### src/rtl/core/mat_pkg.sv
package mat_pkg;

	localparam int SLOT_COUNT = 5;
	localparam int IDX_W = (SLOT_COUNT > 1) ? $clog2(SLOT_COUNT) : 1;

	localparam logic [31:0] TIMEOUT_RESET = 32'd5000;

	localparam logic [3:0] PKT_CONNACK = 4'h2;
	localparam logic [3:0] PKT_PUBLISH = 4'h3;
	localparam logic [3:0] PKT_PUBACK  = 4'h4;
	localparam logic [3:0] PKT_SUBACK  = 4'h9;

	typedef enum logic [2:0] {
		CMD_PUBLISH   = 3'd0,
		CMD_SUBSCRIBE = 3'd1,
		CMD_INCOMING  = 3'd2,
		CMD_MAINTAIN  = 3'd3,
		CMD_RESET     = 3'd4
	} cmd_t;

	typedef enum logic [2:0] {
		EV_ID_ASSIGNED = 3'd0,
		EV_CONNECTED   = 3'd1,
		EV_ACKED       = 3'd2,
		EV_SUBACK      = 3'd3,
		EV_DATA        = 3'd4,
		EV_TIMEOUT     = 3'd5,
		EV_DISCONNECT  = 3'd6
	} event_t;

	typedef struct packed {
		logic   ld_in;
		logic   take_id;
		logic   set_conn;
		logic   clr_table;
		logic   ld_res;
		event_t res_ev;
		logic   idx_clr;
		logic   idx_inc;
		logic   clr_hit;
		logic   wr_slot;
		logic   free_slot;
		logic   mark_hit;
		logic   ld_out;
		logic   out_sweep;
	} mat_cmd_t;

	typedef struct packed {
		logic [2:0] cmd;
		logic       qos_nz;
		logic       send_ok;
		logic       plen_zero;
		logic [3:0] pkt_type;
		logic       free_hit;
		logic       match_hit;
		logic       expire_hit;
		logic       sweep_hit;
		logic       idx_last;
		logic       out_free;
	} mat_sts_t;

endpackage

### src/rtl/core/mat_dp.sv
module mat_dp
	import mat_pkg::*;
(
	input  logic        clk,
	input  logic        arst_n,
	input  mat_cmd_t    cmd,
	output mat_sts_t    sts,
	input  logic        cfg_valid,
	input  logic [31:0] cfg_data,
	input  logic [2:0]  command,
	input  logic [1:0]  qos,
	input  logic        send_ok,
	input  logic [31:0] now_ticks,
	input  logic [7:0]  header_byte,
	input  logic [7:0]  remaining_length,
	input  logic [15:0] id_or_topic_len,
	input  logic [15:0] packet_length,
	output logic        out_valid,
	input  logic        out_ready,
	output logic [2:0]  event_res,
	output logic [15:0] msg_id,
	output logic [15:0] topic_length,
	output logic [7:0]  payload_length,
	output logic        length_error,
	output logic        tracked,
	output logic        is_connected,
	output logic        last
);

	logic [2:0]  cmd_q;
	logic [1:0]  qos_q;
	logic        send_ok_q;
	logic [31:0] now_q;
	logic [7:0]  hdr_q;
	logic [7:0]  rem_q;
	logic [15:0] idt_q;
	logic [15:0] plen_q;

	logic [31:0] timeout_q;
	logic [15:0] next_id_q;
	logic        conn_q;

	logic [15:0]           slot_id_q [SLOT_COUNT];
	logic [31:0]           slot_ts_q [SLOT_COUNT];
	logic [SLOT_COUNT-1:0] slot_valid_q;
	logic [SLOT_COUNT-1:0] hit_q;
	logic [IDX_W-1:0]      idx_q;

	event_t      res_ev_q;
	logic [15:0] res_id_q;
	logic [15:0] res_tlen_q;
	logic [7:0]  res_plen_q;
	logic        res_err_q;
	logic        res_trk_q;

	logic        out_valid_q;
	event_t      out_ev_q;
	logic [15:0] out_id_q;
	logic [15:0] out_tlen_q;
	logic [7:0]  out_plen_q;
	logic        out_err_q;
	logic        out_trk_q;
	logic        out_conn_q;
	logic        out_last_q;

	logic [15:0] id_inc;
	logic [17:0] diff;
	logic [31:0] age;
	logic        sweep_last;

	assign id_inc = next_id_q + 16'd1;
	assign diff   = {10'd0, rem_q} - 18'd2 - {2'd0, idt_q};
	assign age    = now_q - slot_ts_q[idx_q];

	always_comb begin
		sweep_last = 1'b1;
		for (int i = 0; i < SLOT_COUNT; i++) begin
			if (i > int'(idx_q) && hit_q[i]) begin
				sweep_last = 1'b0;
			end
		end
	end

	always_comb begin
		sts.cmd        = cmd_q;
		sts.qos_nz     = |qos_q;
		sts.send_ok    = send_ok_q;
		sts.plen_zero  = (plen_q == 16'd0);
		sts.pkt_type   = hdr_q[7:4];
		sts.free_hit   = !slot_valid_q[idx_q];
		sts.match_hit  = slot_valid_q[idx_q] && (slot_id_q[idx_q] == idt_q);
		sts.expire_hit = slot_valid_q[idx_q] && (age > timeout_q);
		sts.sweep_hit  = hit_q[idx_q];
		sts.idx_last   = (idx_q == IDX_W'(SLOT_COUNT - 1));
		sts.out_free   = !out_valid_q || out_ready;
	end

	always_ff @(posedge clk) begin
		if (cmd.ld_in) begin
			cmd_q     <= command;
			qos_q     <= qos;
			send_ok_q <= send_ok;
			now_q     <= now_ticks;
			hdr_q     <= header_byte;
			rem_q     <= remaining_length;
			idt_q     <= id_or_topic_len;
			plen_q    <= packet_length;
		end
		if (cmd.wr_slot) begin
			slot_id_q[idx_q] <= res_id_q;
			slot_ts_q[idx_q] <= now_q;
		end
		if (cmd.ld_res) begin
			res_ev_q   <= cmd.res_ev;
			res_id_q   <= (cmd.res_ev == EV_ACKED) ? idt_q :
				(cmd.take_id ? next_id_q : 16'd0);
			res_tlen_q <= (cmd.res_ev == EV_DATA) ? idt_q : 16'd0;
			res_plen_q <= (cmd.res_ev == EV_DATA && !diff[17]) ? diff[7:0] : 8'd0;
			res_err_q  <= (cmd.res_ev == EV_DATA) && diff[17];
		end
		if (cmd.ld_res) begin
			res_trk_q <= 1'b0;
		end else if (cmd.wr_slot) begin
			res_trk_q <= 1'b1;
		end
		if (cmd.ld_out) begin
			out_ev_q   <= cmd.out_sweep ? EV_TIMEOUT : res_ev_q;
			out_id_q   <= cmd.out_sweep ? slot_id_q[idx_q] : res_id_q;
			out_tlen_q <= cmd.out_sweep ? 16'd0 : res_tlen_q;
			out_plen_q <= cmd.out_sweep ? 8'd0 : res_plen_q;
			out_err_q  <= cmd.out_sweep ? 1'b0 : res_err_q;
			out_trk_q  <= cmd.out_sweep ? 1'b0 : res_trk_q;
			out_conn_q <= conn_q;
			out_last_q <= cmd.out_sweep ? sweep_last : 1'b1;
		end
	end

	always_ff @(posedge clk or negedge arst_n) begin
		if (!arst_n) begin
			timeout_q    <= TIMEOUT_RESET;
			next_id_q    <= 16'd1;
			conn_q       <= 1'b0;
			slot_valid_q <= '0;
			hit_q        <= '0;
			idx_q        <= '0;
			out_valid_q  <= 1'b0;
		end else begin
			if (cfg_valid) begin
				timeout_q <= cfg_data;
			end
			if (cmd.take_id) begin
				next_id_q <= (id_inc == 16'd0) ? 16'd1 : id_inc;
			end
			if (cmd.clr_table) begin
				conn_q       <= 1'b0;
				slot_valid_q <= '0;
			end else begin
				if (cmd.set_conn) begin
					conn_q <= 1'b1;
				end
				if (cmd.wr_slot) begin
					slot_valid_q[idx_q] <= 1'b1;
				end
				if (cmd.free_slot) begin
					slot_valid_q[idx_q] <= 1'b0;
				end
			end
			if (cmd.clr_hit) begin
				hit_q <= '0;
			end else if (cmd.mark_hit) begin
				hit_q[idx_q] <= 1'b1;
			end
			if (cmd.idx_clr) begin
				idx_q <= '0;
			end else if (cmd.idx_inc) begin
				idx_q <= idx_q + 1'b1;
			end
			if (cmd.ld_out) begin
				out_valid_q <= 1'b1;
			end else if (out_ready) begin
				out_valid_q <= 1'b0;
			end
		end
	end

	assign out_valid      = out_valid_q;
	assign event_res      = out_ev_q;
	assign msg_id         = out_id_q;
	assign topic_length   = out_tlen_q;
	assign payload_length = out_plen_q;
	assign length_error   = out_err_q;
	assign tracked        = out_trk_q;
	assign is_connected   = out_conn_q;
	assign last           = out_last_q;

endmodule

### src/rtl/core/mat_ctrl.sv
module mat_ctrl
	import mat_pkg::*;
(
	input  logic     clk,
	input  logic     arst_n,
	input  logic     in_valid,
	output logic     in_ready,
	input  mat_sts_t sts,
	output mat_cmd_t cmd
);

	typedef enum logic [2:0] {
		ST_IDLE,
		ST_DECODE,
		ST_FREE,
		ST_MATCH,
		ST_EXPIRE,
		ST_SWEEP,
		ST_EMIT
	} state_t;

	state_t state_q;
	state_t state_d;

	assign in_ready = (state_q == ST_IDLE);

	always_comb begin
		cmd     = '0;
		cmd.res_ev = EV_ID_ASSIGNED;
		state_d = state_q;
		unique case (state_q)
			ST_IDLE: begin
				if (in_valid) begin
					cmd.ld_in = 1'b1;
					state_d   = ST_DECODE;
				end
			end
			ST_DECODE: begin
				cmd.idx_clr = 1'b1;
				cmd.clr_hit = 1'b1;
				state_d     = ST_IDLE;
				unique case (sts.cmd)
					CMD_PUBLISH: begin
						cmd.take_id = sts.qos_nz;
						cmd.ld_res  = 1'b1;
						cmd.res_ev  = EV_ID_ASSIGNED;
						state_d     = (sts.qos_nz && sts.send_ok) ? ST_FREE : ST_EMIT;
					end
					CMD_SUBSCRIBE: begin
						cmd.take_id = 1'b1;
						cmd.ld_res  = 1'b1;
						cmd.res_ev  = EV_ID_ASSIGNED;
						state_d     = ST_EMIT;
					end
					CMD_INCOMING: begin
						priority if (sts.plen_zero) begin
							state_d = ST_IDLE;
						end else if (sts.pkt_type == PKT_CONNACK) begin
							cmd.set_conn = 1'b1;
							cmd.ld_res   = 1'b1;
							cmd.res_ev   = EV_CONNECTED;
							state_d      = ST_EMIT;
						end else if (sts.pkt_type == PKT_PUBACK) begin
							state_d = ST_MATCH;
						end else if (sts.pkt_type == PKT_SUBACK) begin
							cmd.ld_res = 1'b1;
							cmd.res_ev = EV_SUBACK;
							state_d    = ST_EMIT;
						end else if (sts.pkt_type == PKT_PUBLISH) begin
							cmd.ld_res = 1'b1;
							cmd.res_ev = EV_DATA;
							state_d    = ST_EMIT;
						end else begin
							state_d = ST_IDLE;
						end
					end
					CMD_MAINTAIN: begin
						state_d = ST_EXPIRE;
					end
					CMD_RESET: begin
						cmd.clr_table = 1'b1;
						cmd.ld_res    = 1'b1;
						cmd.res_ev    = EV_DISCONNECT;
						state_d       = ST_EMIT;
					end
					default: begin
						state_d = ST_IDLE;
					end
				endcase
			end
			ST_FREE: begin
				priority if (sts.free_hit) begin
					cmd.wr_slot = 1'b1;
					state_d     = ST_EMIT;
				end else if (sts.idx_last) begin
					state_d = ST_EMIT;
				end else begin
					cmd.idx_inc = 1'b1;
				end
			end
			ST_MATCH: begin
				priority if (sts.match_hit) begin
					cmd.free_slot = 1'b1;
					cmd.ld_res    = 1'b1;
					cmd.res_ev    = EV_ACKED;
					state_d       = ST_EMIT;
				end else if (sts.idx_last) begin
					state_d = ST_IDLE;
				end else begin
					cmd.idx_inc = 1'b1;
				end
			end
			ST_EXPIRE: begin
				cmd.free_slot = sts.expire_hit;
				cmd.mark_hit  = sts.expire_hit;
				if (sts.idx_last) begin
					cmd.idx_clr = 1'b1;
					state_d     = ST_SWEEP;
				end else begin
					cmd.idx_inc = 1'b1;
				end
			end
			ST_SWEEP: begin
				if (!sts.sweep_hit || sts.out_free) begin
					cmd.ld_out    = sts.sweep_hit;
					cmd.out_sweep = 1'b1;
					cmd.idx_inc   = !sts.idx_last;
					if (sts.idx_last) begin
						state_d = ST_IDLE;
					end
				end
			end
			ST_EMIT: begin
				if (sts.out_free) begin
					cmd.ld_out = 1'b1;
					state_d    = ST_IDLE;
				end
			end
			default: begin
				state_d = ST_IDLE;
			end
		endcase
	end

	always_ff @(posedge clk or negedge arst_n) begin
		if (!arst_n) begin
			state_q <= ST_IDLE;
		end else begin
			state_q <= state_d;
		end
	end

endmodule

### src/rtl/core/mqtt_ack_tracker.sv
// Packet identifier and acknowledgement tracker. One command word is taken
// at a time; the next is accepted once the current one has finished its
// work, while its last result may still sit in the output register. Publish
// with a nonzero QoS and send_ok searches the table for a free slot, a
// PUBACK searches it for the matching identifier, and a maintain command
// makes one pass that expires old entries and a second that reports them,
// all through the single slot-table port that the controller steps one slot
// per cycle, save while the sweep waits on a stalled output register. The
// timeout register may be written at any time the block is idle and takes
// effect for the next command.
module mqtt_ack_tracker
	import mat_pkg::*;
(
	input  logic        clk,
	input  logic        arst_n,
	input  logic        cfg_valid,
	output logic        cfg_ready,
	input  logic [31:0] cfg_data,
	input  logic        in_valid,
	output logic        in_ready,
	input  logic [2:0]  command,
	input  logic [1:0]  qos,
	input  logic        send_ok,
	input  logic [31:0] now_ticks,
	input  logic [7:0]  header_byte,
	input  logic [7:0]  remaining_length,
	input  logic [15:0] id_or_topic_len,
	input  logic [15:0] packet_length,
	output logic        out_valid,
	input  logic        out_ready,
	output logic [2:0]  event_res,
	output logic [15:0] msg_id,
	output logic [15:0] topic_length,
	output logic [7:0]  payload_length,
	output logic        length_error,
	output logic        tracked,
	output logic        is_connected,
	output logic        last
);

	mat_cmd_t cmd;
	mat_sts_t sts;

	assign cfg_ready = 1'b1;

	mat_ctrl u_ctrl (
		.clk      (clk),
		.arst_n   (arst_n),
		.in_valid (in_valid),
		.in_ready (in_ready),
		.sts      (sts),
		.cmd      (cmd)
	);

	mat_dp u_dp (
		.clk              (clk),
		.arst_n           (arst_n),
		.cmd              (cmd),
		.sts              (sts),
		.cfg_valid        (cfg_valid),
		.cfg_data         (cfg_data),
		.command          (command),
		.qos              (qos),
		.send_ok          (send_ok),
		.now_ticks        (now_ticks),
		.header_byte      (header_byte),
		.remaining_length (remaining_length),
		.id_or_topic_len  (id_or_topic_len),
		.packet_length    (packet_length),
		.out_valid        (out_valid),
		.out_ready        (out_ready),
		.event_res        (event_res),
		.msg_id           (msg_id),
		.topic_length     (topic_length),
		.payload_length   (payload_length),
		.length_error     (length_error),
		.tracked          (tracked),
		.is_connected     (is_connected),
		.last             (last)
	);

endmodule

### config.mk
export PLATFORM = sky130hd
export DESIGN_NAME = mqtt_ack_tracker
export DESIGN_NICKNAME = d
export VERILOG_FILES = /design/src/rtl/core/mat_pkg.sv /design/src/rtl/core/mat_dp.sv /design/src/rtl/core/mat_ctrl.sv /design/src/rtl/core/mqtt_ack_tracker.sv
export SDC_FILE = /design/constraint.sdc
export NUM_CORES = 1
export LEC_CHECK = 0
export BUFFER_PORTS_ARGS = -buffer_cell sky130_fd_sc_hd__clkbuf_2
export CORE_ASPECT_RATIO = 1.75
export CORE_UTILIZATION = 45
export DETAILED_ROUTE_END_ITERATION = 7
export HOLD_SLACK_MARGIN = 0.12
export PLACE_DENSITY = 0.74
export SLEW_MARGIN = 20
export SYNTH_ARGS = -nofsm -noshare
export SYNTH_HDL_FRONTEND = slang
export SYNTH_SLANG_ARGS = --single-unit
### constraint.sdc
create_clock -name clk -period 9.5 [get_ports clk]
set_clock_uncertainty 0.2 [all_clocks]
set_input_delay 0.475 -clock clk [delete_from_list [all_inputs] [get_ports clk]]
set_output_delay 0.475 -clock clk [all_outputs]
set_load 0.01 [all_outputs]
* Word level (Yosys, flattened, before mapping) *
Memories as Yosys holds them, arrays and structs flattened.
Index checks and enable logic that the tools add are counted.
W data, S select, Z words.

word-level totals
  flip-flop bits (word level) = 244
  memories = 2
  output and inout port bits = 50
  RAM bits = 240
  word-level logic and storage cells = 176
  input bits = 123

operators by class
  reductions and logical operators = 28
  muxes and demuxes = 77
  bitwise gates (word level) = 4
  equality and inequality tests = 23
  $add $sub $neg = 5
  magnitude comparators = 7

memories
  memory          words  bits a word  rd ports  clocked after memory_dff  write ports  line          source
  u_dp.slot_ts_q  5      32           1         0                         1            mat_dp.sv:44  logic [31:0] slot_ts_q [SLOT_COUNT];
  u_dp.slot_id_q  5      16           1         0                         1            mat_dp.sv:43  logic [15:0] slot_id_q [SLOT_COUNT];

operators by type and width
  operator                 number
  $mux W16                 4
  $mux W3                  17
  $gt A32 B32 Y1           1
  $logic_not A16 Y1        2
  $sub A32 B32 Y32         1
  $mux W1                  31
  $mux W5                  6
  $mux W4                  6
  $pmux W3 S7              1
  $eq A3 B3 Y1 const B     6
  $sub A18 B16 Y18         1
  $add A16 B1 Y16 const B  1
  $eq A16 B16 Y1           1
  $eq A3 B2 Y1 const B     5
  $pmux W3 S4              1
  $pmux W4 S3              1
  $logic_and A1 B1 Y1      10
  $or A5 B5 Y5             2
  $sub A8 B2 Y9 const B    1
  $eq A4 B2 Y1 const B     2
  $pmux W1 S2              4
  $pmux W4 S2              1
  $reduce_bool A2 Y1       4
  $bmux W1 S3              2
  other kinds (22)         33

* Longest topological paths before layout *
Gate-level depths: netlist (run 1).

  depth after elaboration = 10
  depth in mapped cells = 28
  mapped depth without buffers = 23

* Hierarchy *
From an unflattened synthesis (run 1), not the netlist that was laid out.

unflattened totals
  cell total of the unflattened synthesis = 1530
  area, all modules = 21620.7 um^2

modules (own cells, without submodules)
  module            instances  seq. area each (um^2)  cells each  area an instance (um^2)
  mat_dp            1          14005.9                1436        20991.4
  mat_ctrl          1          75.1                   92          618.1
  mqtt_ack_tracker  1          0.0                    2           11.3

* Worst setup path before layout (run 1) *
Ideal clock, no wire load.

  path type = reg-to-reg
  start point = register u_dp.idx_q[1]
  end point = register u_dp.slot_valid_q[0]
  data required time = 9203 ps
  stages on the path, launching flop included = 10
  path slack = 2442 ps
  setup time = 97 ps
  period minus slack after synthesis = 7058 ps
  path buffers = 3
  arrival time = 6761 ps
  path through = dfrtp_1 buf_2 buf_2 mux2i_1 o32ai_1 or3_1 clkbuf_1 nor4_1 o21ai_0 a21oi_1

between the ends
  word-level cells in the longest chain between the ends = 10
  elaborated cells between the ends (all ways) = 25
  those cells by class = add/sub (1); order compare (3); eq/ne (1); mux (12); bitwise (3); reduce/logical (3); memory (2)

RTL lines
  what                                                                    line           source
  start, declared                                                         mat_dp.sv:47   logic [IDX_W-1:0] idx_q;
  start signal, assigned                                                  mat_dp.sv:176  idx_q <= idx_q + 1'b1;
  parallel branches: the longest is 8 deep, another holds $mem_v2 Z5 W32  --
  $mux W5 (*)                                                             mat_dp.sv:164  if (cmd.free_slot) begin
  $mux W5 (*)                                                             mat_dp.sv:154  if (cmd.clr_table) begin
  end signal, assigned                                                    mat_dp.sv:156  slot_valid_q <= '0;
  end signal, assigned by index                                           mat_dp.sv:162  slot_valid_q[idx_q] <= 1'b1;
  end signal, assigned by index                                           mat_dp.sv:165  slot_valid_q[idx_q] <= 1'b0;
  end, declared                                                           mat_dp.sv:45   logic [SLOT_COUNT-1:0] slot_valid_q;

Mark *: on every way between the ends. The select of a mux whose other input is x is not followed.
A chain may end at the register's enable or synchronous reset.

* Worst setup path after layout (run 1) *
  start point = register u_dp.idx_q[1]
  end point = register u_dp.slot_valid_q[2]

Same word-level chain as after synthesis.

==> impl_metrics.ini, run 1 <==
[status]
status = complete, no violations

[yosys]
synth_area_um2 = 21500
syn-mean-instance-area_um2 = 14.0
yosysUniqueCellTypes = 74
synth_seq_cells = 480
netlist_instances = 1534
synthFlopType = edfxtp_1
synth.top_cell.area_share_pct = 57.6
synth_seq_area_share_pct = 65.4
synth-edff-count = 413
yosys_warnings = 0
synthArstFlopShare_pct = 13.8
yosysTopAreaCell = edfxtp_1
ys_top_cells_by_area = edfxtp_1, dfrtp_1, ha_1
synth_fp_nets = 1743

[setup_path]
cp-end-kind = flip-flop
worstPathArrival_ps = 7840
cpMaxStageDelayCell = a211oi_1
critPathMostFrequentCell = a21oi_1
crit_type = reg -> reg
critPathLaunchType = flip-flop
max_stage_delay_ps = 850
cp_cell_sequence = buf_4 > mux2i_1 > nor2_1 > a21oi_1 > nor2_1 > a221oi_1 > ha_1 > a21oi_1 > nor3_1 > nor4_1 > a31o_2 > a21oi_1 > a21o_1 > a21oi_1 > xnor2_1 > ha_1 > nand4_1 > nor4_1 > o21ai_0 > a31oi_1 > a2111oi_0 > a211oi_1 > or2_2 > a31oi_1
crit_fanout = 40
cp.required_ps = 9700

[grt]
grt_overflow_total = 0
antenna_found_initial = 0
grt_pass1_wl_um = 79100
grt_pass1_vias = 14300
grt_max_degree = 69
grt_usage_pct = 21.3

[floorplanning]
io_pins = 173
die_area_um2 = 48700
die_y_um = 291
start_util_pct = 45.8
coreArea_um2 = 47000
row_count = 105
die_w_um = 167

[finish]
final_common_cell = edfxtp_1
syn2layout_area_growth_pct = 19.5
antenna_cells = 0
final_cell_mix = edfxtp_1, clkbuf_2, dlygate4sd3_1
fin_nets = 2034
layout-drive-gt1-share_pct = 16.9

[route]
routedWlPerCell_um = 20.9
drc = 0
vias = 13700
ant_nets = 0
routed_wl_um = 51300
vias_per_cell = 5.60
drtIter0Drc = 1042
dr.pass1.iters = 5

[clock_tree]
h-tree-depth = 2
ctsResizeCount = 0
cts_max_path_buffers = 3
hold_buffers = 116
tritoncts = built
cts_root_buf = clkbuf_16
clk_latency_ps = 570
postCtsSetupBuffers = 0
cts.clk_slew.worst_paths_ps = 60
clock-sinks = 480
cts_buffers = 45

[timing]
setup_viol = 0
drv_slew = 0
tightest_slew_ps = 1080
rsz0062_at_grt = false
post-route-period-util_pct = 80.4
setup_tns_ps = 0
slew_headroom_pct = 27.7
fin_crit_ps = 7640
setup_ws_ps = 1860
finalHoldViolCount = 0
fmax_ghz = 0.131

[pwr]
p_comb_share_pct = 38.1
ir_worst_vdd_mv = 0.198
leakage_nw = 9.78
intPower_mw = 4.98
seqPwrFrac_pct = 37.7
power_switching_mw = 2.67
clkPwrFrac_pct = 24.1
p_sw_share_pct = 34.9
power_density_nw_per_um2 = 298

[run]
drv_cap = 0

[min_path]
hp-class = reg -> reg

[place]
hpwl_um = 34000
io_buffer_count = 167
gp_congestion = 0.885
pre_cts_slack_ps = 1870
-- flip-flops by register name, indices dropped and copies added (netlist names), 4 cells and up --
| name | flops |
|---|---|
| u_dp.idt_q | 16 |
| u_dp.slot_valid_q | 5 |
| u_dp.msg_id | 16 |
| u_dp.topic_length | 16 |
| u_dp.res_tlen_q | 16 |
| u_dp.res_id_q | 16 |
| u_dp.now_q | 32 |
| u_dp.timeout_q | 32 |
| u_dp.hit_q | 5 |
| u_dp.slot_ts_q | 160 |
| u_dp.next_id_q | 16 |
| u_dp.hdr_q | 4 |
| u_dp.slot_id_q | 80 |
| u_dp.plen_q | 16 |
| u_dp.rem_q | 8 |
| u_dp.res_plen_q | 8 |
| u_dp.payload_length | 8 |
-- per-layer routing --
layer / global-route usage [%] / share of wire (%) / vias to the layer above
met2: 41.0 / 55 / 454
met3: 2.46 / 4.3 / 102
met1: 22.9 / 36 / 6769
met4: 9.51 / 4.2 / 0
li1: - / - / 6395
met5: 0 / 0 / -
-- synth_stat cells, types with 9 or more instances --
cell,number
nor2_1,73
nand3_1,14
nor4_1,15
o21a_1,9
ha_1,84
and3_1,9
a221oi_1,10
nand2b_1,14
edfxtp_1,413
a21oi_1,66
dfrtp_1,60
inv_1,69
nor3b_1,11
xnor2_1,50
mux2i_1,56
o22ai_1,9
a22o_1,16
a31oi_1,13
nor3_1,17
clkbuf_1,44
xor2_1,17
o21ai_0,72
nor2b_1,15
a21o_1,36
mux4_2,33
nand2_1,115
and2_1,54
nand4_1,19
-- cells by family (layout without fill, tap and decap cells) --
family	Yosys count	in the layout	synth area share, %
flip-flops	480	480	65.4
AND/OR/NAND/NOR	385	385	9.12
AO/OA/AOI/OAI	296	296	9.01
buffers and inverters	128	455	2.48
multiplexers	91	91	6.16
adder cells (fa/ha/maj)	86	86	5.07
XOR/XNOR	67	67	2.73
other	1	1	0.0174
-- worst paths after layout --
kind | startpoint | endpoint | slack, ps | depth (start not counted)
max in group asynchronous | arst_n | u_dp.idx_q[0] | 8000 | 3
min reg2reg | u_dp.res_trk_q | u_dp.res_trk_q | 260 | 2
min in group asynchronous | arst_n | u_dp.timeout_q[27] | 470 | 3
max | u_dp.idx_q[1] | u_dp.slot_valid_q[2] | 1860 | 24
max reg2reg | u_dp.idx_q[1] | u_dp.slot_valid_q[2] | 1860 | 24
min | u_dp.res_trk_q | u_dp.res_trk_q | 260 | 2
-- power by group through the flow --
stage	Clock [mW]	Combinational, mW	Sequential [mW]
after global placement	0	2.76	2.91
after floorplan	0	2.12	2.85
final	1.85	2.92	2.89
after global routing	1.95	3.23	2.92
after detailed placement	0	2.86	2.93
after CTS	1.88	2.92	2.89
-- critical path: cells and delay by family (launching register included) --
family          cells  cell delay [ps]
buf+inv             1              600
mux                 1              250
compound gates     12             3100
xor+xnor            1              120
fa+ha+maj           2              660
flops               1              770
simple gates        7             1740
-- final cells by class --
cell class                      instances  area, um^2
Clock buffer                           56        1210
Sequential cell                       480       14100
Inverter                               69         259
Fill cell                            3753       21300
Multi-Input combinational cell        926        6970
Timing Repair Buffer                  303        2150
Clock inverter                         27         299
Tap cell                              588         736
-- stage by stage --
step                      total power, mW  utilization [%]  hold WS (ps)  cell area, um^2  std cells
after CTS                            7.68             54.6           259            25700       2449
after floorplan                      4.97                -         -20.6            21500       1534
after global routing                 8.10             54.7           266            25700       2449
after detailed placement             5.79             49.0           258            23000       2250
after global placement               5.67             49.0           247            23000       2250
final                                7.65             54.7           265            25700       2449
(Power assumes the default switching activity.)
==> run 2: changes to the inputs <==
- PLACE_DENSITY: 0.74 -> 0.76
- clock period: 9.5 -> 6.9 ns (I/O delays scaled with it)
==> run 2 against run 1 <==
Net effect:
- first-iteration DRC count up 13%
- final cell count grew 0.41%
- die area is the same
- critical path type unchanged
- critical endpoint unchanged
==> impl_metrics.ini, run 2 (same netlist as run 1, synthesis figures left out) <==
[finish]
layout-drive-gt1-share_pct = 17.3
largest_register_ffs = 160
top_register = u_dp.slot_ts_q
final_cell_mix = edfxtp_1, clkbuf_2, dlygate4sd3_1
multiInputGateArea_um2 = 6980
n_fill_cell = 3790
final_cell_area_um2 = 25600
final_common_cell = edfxtp_1
top_regs = u_dp.slot_ts_q x160, u_dp.slot_id_q x80
ff_latch_area_um2 = 14100
fin_nets = 2043
syn2layout_area_growth_pct = 19.1

[grt]
grt_overflow_total = 0
grt_pass1_wl_um = 79000
grt_pass1_vias = 14500
grt_usage_pct = 21.1
antenna_found_initial = 2
grt_max_degree = 67

[min_path]
holdPathStages = 2
hp-class = in -> reg

[floorplanning]
die_area_um2 = 48700
die_y_um = 291
die_w_um = 167
coreArea_um2 = 47000
io_pins = 173
row_count = 105
start_util_pct = 45.8

[setup_path]
cp-end-kind = flip-flop
critPathMostFrequentCell = a21o_1
cp_cell_sequence = buf_4 > nor2_1 > a221oi_1 > fa_1 > a21o_1 > a311o_1 > a221o_1 > nand2_1 > o31ai_2 > a41oi_1 > o21ai_0 > xor2_1 > ha_1 > a21o_1 > a21o_1 > a2111oi_0 > o21ai_0 > a2111oi_0 > a211oi_1 > buf_4 > or2_2 > a31oi_1
r2r_setup_slack_ps = 450
crit_type = reg -> reg
critPathLaunchType = flip-flop
cp.required_ps = 7170
worstPathArrival_ps = 6720
cpMaxStageDelayCell = dfrtp_2
max_stage_delay_ps = 530
crit_fanout = 12
reg2regPathDepth = 22

[clock_tree]
cts_buffers = 43
tritoncts = built
h-tree-depth = 2
postCtsSetupBuffers = 0
cts_max_path_buffers = 3
clk_latency_ps = 570
clock-sinks = 480
cts_root_buf = clkbuf_16
cts.clk_slew.worst_paths_ps = 60

[pwr]
power_switching_mw = 3.66
seqPwrFrac_pct = 38.3
leakage_nw = 9.75
power_density_nw_per_um2 = 404
p_sw_share_pct = 35.4
clkPwrFrac_pct = 22.4
intPower_mw = 6.69
p_comb_share_pct = 39.3
ir_worst_vdd_mv = 0.311

[route]
drtIter0Drc = 1182
dr.pass1.iters = 5
vias = 13800
ant_nets = 0
routedWlPerCell_um = 20.8
drc = 0
vias_per_cell = 5.63
routed_wl_um = 51200

[timing]
post-route-period-util_pct = 93.4
setup_viol = 0
rsz0062_at_grt = false
fmax_ghz = 0.155
finalHoldViolCount = 0
tightest_slew_ps = 1040
holdWs_ps = 172
fin_crit_ps = 6450
drv_slew = 0
slew_headroom_pct = 30.9

[run]
drv_cap = 0

[place]
placed_area_um2 = 23100
gp_congestion = 0.886
hpwl_um = 34500
io_buffer_count = 167

[status]
status = complete, no violations
run 2: changes by cell type in the layout (fill, tap and decap cells not counted), moves of 2 or more:
cell,previous run,this run
clkbuf_16,47,44
diode_2,0,3
clkinv_2,4,6
nor3_2,3,5
buf_4,20,31
clkbuf_8,0,2
nor3_4,2,0
bufinv_16,6,2
run 2: repair_timing:
action                                  in CTS  in global routing
hold endpoints to repair                   175                  0
resized for setup                            0                  3
endpoints found under the setup margin       0                  5
hold buffers                               116                  0
run 2: worst max-delay path: cells and delay by family (launching register included):
family                   cells  cell delay (ps)
AND/OR/NAND/NOR              3              800
AO/OA/AOI/OAI               14             3570
XOR/XNOR                     1              170
flip-flops                   1              530
adder cells (fa/ha/maj)      2              660
buffers and inverters        2              410
run 2: final timing paths:
kind,start,endpoint
setup / recovery,u_dp.idx_q[1],u_dp.slot_valid_q[2]
hold / removal,in_valid,u_dp.now_q[17]
setup reg to reg,u_dp.idx_q[1],u_dp.slot_valid_q[2]
hold reg to reg,u_dp.conn_q,u_dp.is_connected
max in group asynchronous,arst_n,u_dp.idx_q[0]
min in group asynchronous,arst_n,u_dp.timeout_q[31]
run 2: through the flow:
step / cells / TNS [ps] / utilization, % / worst slack, ps / power, mW
after floorplan: 1534 / -10170 / - / -158 / 6.85
after global placement: 2261 / 0 / 49.1 / 600 / 7.81
after detailed placement: 2261 / 0 / 49.1 / 474 / 7.99
after CTS: 2456 / 0 / 54.5 / 404 / 10.4
after global routing: 2458 / 0 / 54.5 / 10.6 / 10.9
final: 2459 / 0 / 54.5 / 455 / 10.4
run 2: final cells by class:
class | count | share of cell area, %
Antenna cell | 3 | 0.0293
Sequential cell | 480 | 54.9
Multi-Input combinational cell | 926 | 27.2
Tap cell | 588 | 2.87
Timing Repair Buffer | 314 | 8.70
Inverter | 69 | 1.01
Clock buffer | 55 | 4.53
Clock inverter | 24 | 0.722
run 2: routing by layer:
metal | vias up | part of all wire (%) | wire [um] | track usage [%]
met5 | - | 0 | 0 | 0
li1 | 6407 | - | - | -
met1 | 6899 | 37 | 18700 | 22.7
met2 | 420 | 55 | 28300 | 40.5
met4 | 0 | 4.2 | 2150 | 9.96
met3 | 109 | 4.0 | 2040 | 2.49
run 2: power by group through the flow:
| stage | sequential [mW] | combinational [mW] | clock, mW |
|---|---|---|---|
| 2_1_floorplan | 3.93 | 2.92 | 0 |
| 3_3_place_gp | 4.00 | 3.81 | 0 |
| 3_5_place_dp | 4.03 | 3.96 | 0 |
| 4_1_cts | 3.97 | 4.05 | 2.36 |
| 5_1_grt | 4.01 | 4.47 | 2.46 |
| 6_report | 3.97 | 4.07 | 2.31 |
==> run 3: changes to the inputs <==
==> constraint.sdc (replaced) <==
create_clock -name clk -period 6.9 [get_ports clk]
set_clock_uncertainty 0.2 [all_clocks]
set_input_delay 1.38 -clock clk [delete_from_list [all_inputs] [get_ports clk]]
set_output_delay 1.38 -clock clk [all_outputs]
set_load 0.01 [all_outputs]
==> run 3 against run 2 <==
Net effect:
- die area did not move
- first-iteration DRC count fell by 15%
- power rose by 1.2%
- register-to-register slack worse by 140 ps
- via count fell by 4.3%
- worst setup slack got worse by 140 ps
- combinational power down 2%
- critical path type unchanged
- largest cell class unchanged
==> impl_metrics.ini, run 3 (same netlist as run 1, synthesis figures left out) <==
[grt]
grt_pass1_vias = 13900
antenna_found_initial = 0
grt_overflow_total = 0
grt_pass1_wl_um = 76400
grt_usage_pct = 20.5
grt_max_degree = 67

[clock_tree]
cts_root_buf = clkbuf_16
cts.clk_slew.worst_paths_ps = 70
cts_max_path_buffers = 3
clock-sinks = 480
cts_buffers = 46
hold_buffers = 0
h-tree-depth = 2
clk_latency_ps = 560
tritoncts = built

[route]
drtIter0Drc = 1005
dr.pass1.iters = 5
vias_per_cell = 5.64
drc = 0
ant_nets = 0
routedWlPerCell_um = 20.9
vias = 13200
routed_wl_um = 49100

[floorplanning]
io_pins = 173
start_util_pct = 45.8
die_area_um2 = 48700
row_count = 105
coreArea_um2 = 47000
die_y_um = 291
die_w_um = 167

[setup_path]
reg2regPathDepth = 26
r2r-start = u_dp.idx_q[1]
cp-end-kind = flip-flop
cp.required_ps = 7180
worstPathArrival_ps = 6860
r2r_end = u_dp.slot_valid_q[3]
crit_type = reg -> reg
r2r_setup_slack_ps = 320
crit_fanout = 14
critPathLaunchType = flip-flop

[min_path]
min_from = u_dp.conn_q
hold-path-endpoint = u_dp.is_connected
holdPathStages = 0
hp-class = reg -> reg

[timing]
finalHoldViolCount = 0
drv_slew = 0
tightest_slew_ps = 988
fmax_ghz = 0.152
fin_crit_ps = 6580
slew_headroom_pct = 34.2
rsz0062_at_grt = false
setup_tns_ps = 0
post-route-period-util_pct = 95.4
setup_viol = 0
setup_ws_ps = 316

[place]
dp_cells = 2264
pre_cts_slack_ps = 277
hpwl_um = 34300
gp_congestion = 0.918
io_buffer_count = 167

[finish]
final_core_util_pct = 52.5
largest_register_ffs = 160
layout-drive-gt1-share_pct = 19.4
top_regs = u_dp.slot_ts_q x160, u_dp.slot_id_q x80
syn2layout_area_growth_pct = 14.6
top_register = u_dp.slot_ts_q
antenna_cells = 0
fin_nets = 1933
final_cell_mix = edfxtp_1, clkbuf_2, nand2_1
n_fill_cell = 3890
final_common_cell = edfxtp_1
instances_no_fill = 2350

[pwr]
leakage_nw = 9.37
total_power_mw = 10.5
intPower_mw = 6.80
p_sw_share_pct = 35.1
power_switching_mw = 3.68
clkPwrFrac_pct = 24.0
p_comb_share_pct = 38.2
seqPwrFrac_pct = 37.8
ir_worst_vdd_mv = 0.346
power_density_nw_per_um2 = 425

[run]
drv_cap = 0

[status]
status = complete, no violations
## run 3: cell types whose count changed in the layout (fill, tap and decap cells not counted), sizes merged
cell and change:
diode -3, inv +4, clkbuf +7, buf +3, clkinvlp +3, dlygate4sd3 -116, clkinv -7
## run 3: power groups by stage
stage	sequential [mW]	combinational, mW	clock [mW]
after floorplan	3.93	2.92	0
after global placement	4.00	3.83	0
after detailed placement	4.02	3.97	0
after CTS	3.96	4.00	2.58
after global routing	4.01	4.45	2.68
final	3.96	4.00	2.52
## run 3: how the worst max path moves through the flow
stage	startpoint	end	slack, ps	cells past startpoint
2_1_floorplan	u_dp.idx_q[1]	u_dp.slot_valid_q[0]	-160	9
3_5_place_dp	u_dp.idx_q[0]	u_dp.slot_valid_q[2]	280	23
6_report	u_dp.idx_q[1]	u_dp.slot_valid_q[3]	320	26
4_1_cts	u_dp.idx_q[0]	u_dp.slot_valid_q[2]	220	23
5_1_grt	u_dp.idx_q[1]	u_dp.slot_valid_q[2]	20	26
3_3_place_gp	u_dp.idx_q[0]	u_dp.slot_valid_q[3]	460	23
## run 3: cell type report
cell class / count / area, um^2 / area share (%)
clock buffers: 62 / 1320 / 5.33
clock inverters: 24 / 219 / 0.887
inverters: 69 / 259 / 1.05
multi-input cells: 926 / 6970 / 28.2
flip-flops and latches: 480 / 14100 / 57.1
well taps: 588 / 736 / 2.98
repair buffers: 201 / 1090 / 4.42
## run 3: stage by stage
stage / area [um^2] / hold WS [ps]
finish: 24700 / 260
detailed placement: 23100 / 242
floorplan: 21500 / 225
global placement: 23100 / 244
global route: 24700 / 276
CTS: 24700 / 258
## run 3: what timing repair did
action / in CTS / in global routing
setup endpoints to repair: 0 / 5
setup buffers: 0 / 0
resized for setup: 0 / 4
## run 3: worst max-delay path: stages, from the launching register on
cell and delay [ps]:
dfrtp_4 540, buf_4 270, buf_4 310, mux2i_1 220
nor2_1 60, a21oi_1 120, nor2_1 60, a221oi_1 290
ha_1 350, and3_1 200, a211o_1 270, nand2_1 70
a31o_2 140, a21oi_1 160, a211o_1 290, a21oi_1 180
xnor2_1 150, ha_1 270, a21o_1 160, a21o_1 160
a2111oi_0 450, o21ai_1 240, a2111oi_0 430, a211oi_1 200
buf_4 200, or2_2 320, a31oi_1 180
## run 3: metal layers
layer	GRT usage, %	share of wire (%)	vias to the layer above
met5	0	0	-
met3	2.56	4.4	120
met4	9.98	4.8	0
met2	39.0	55	443
met1	22.0	36	6494
li1	-	-	6187
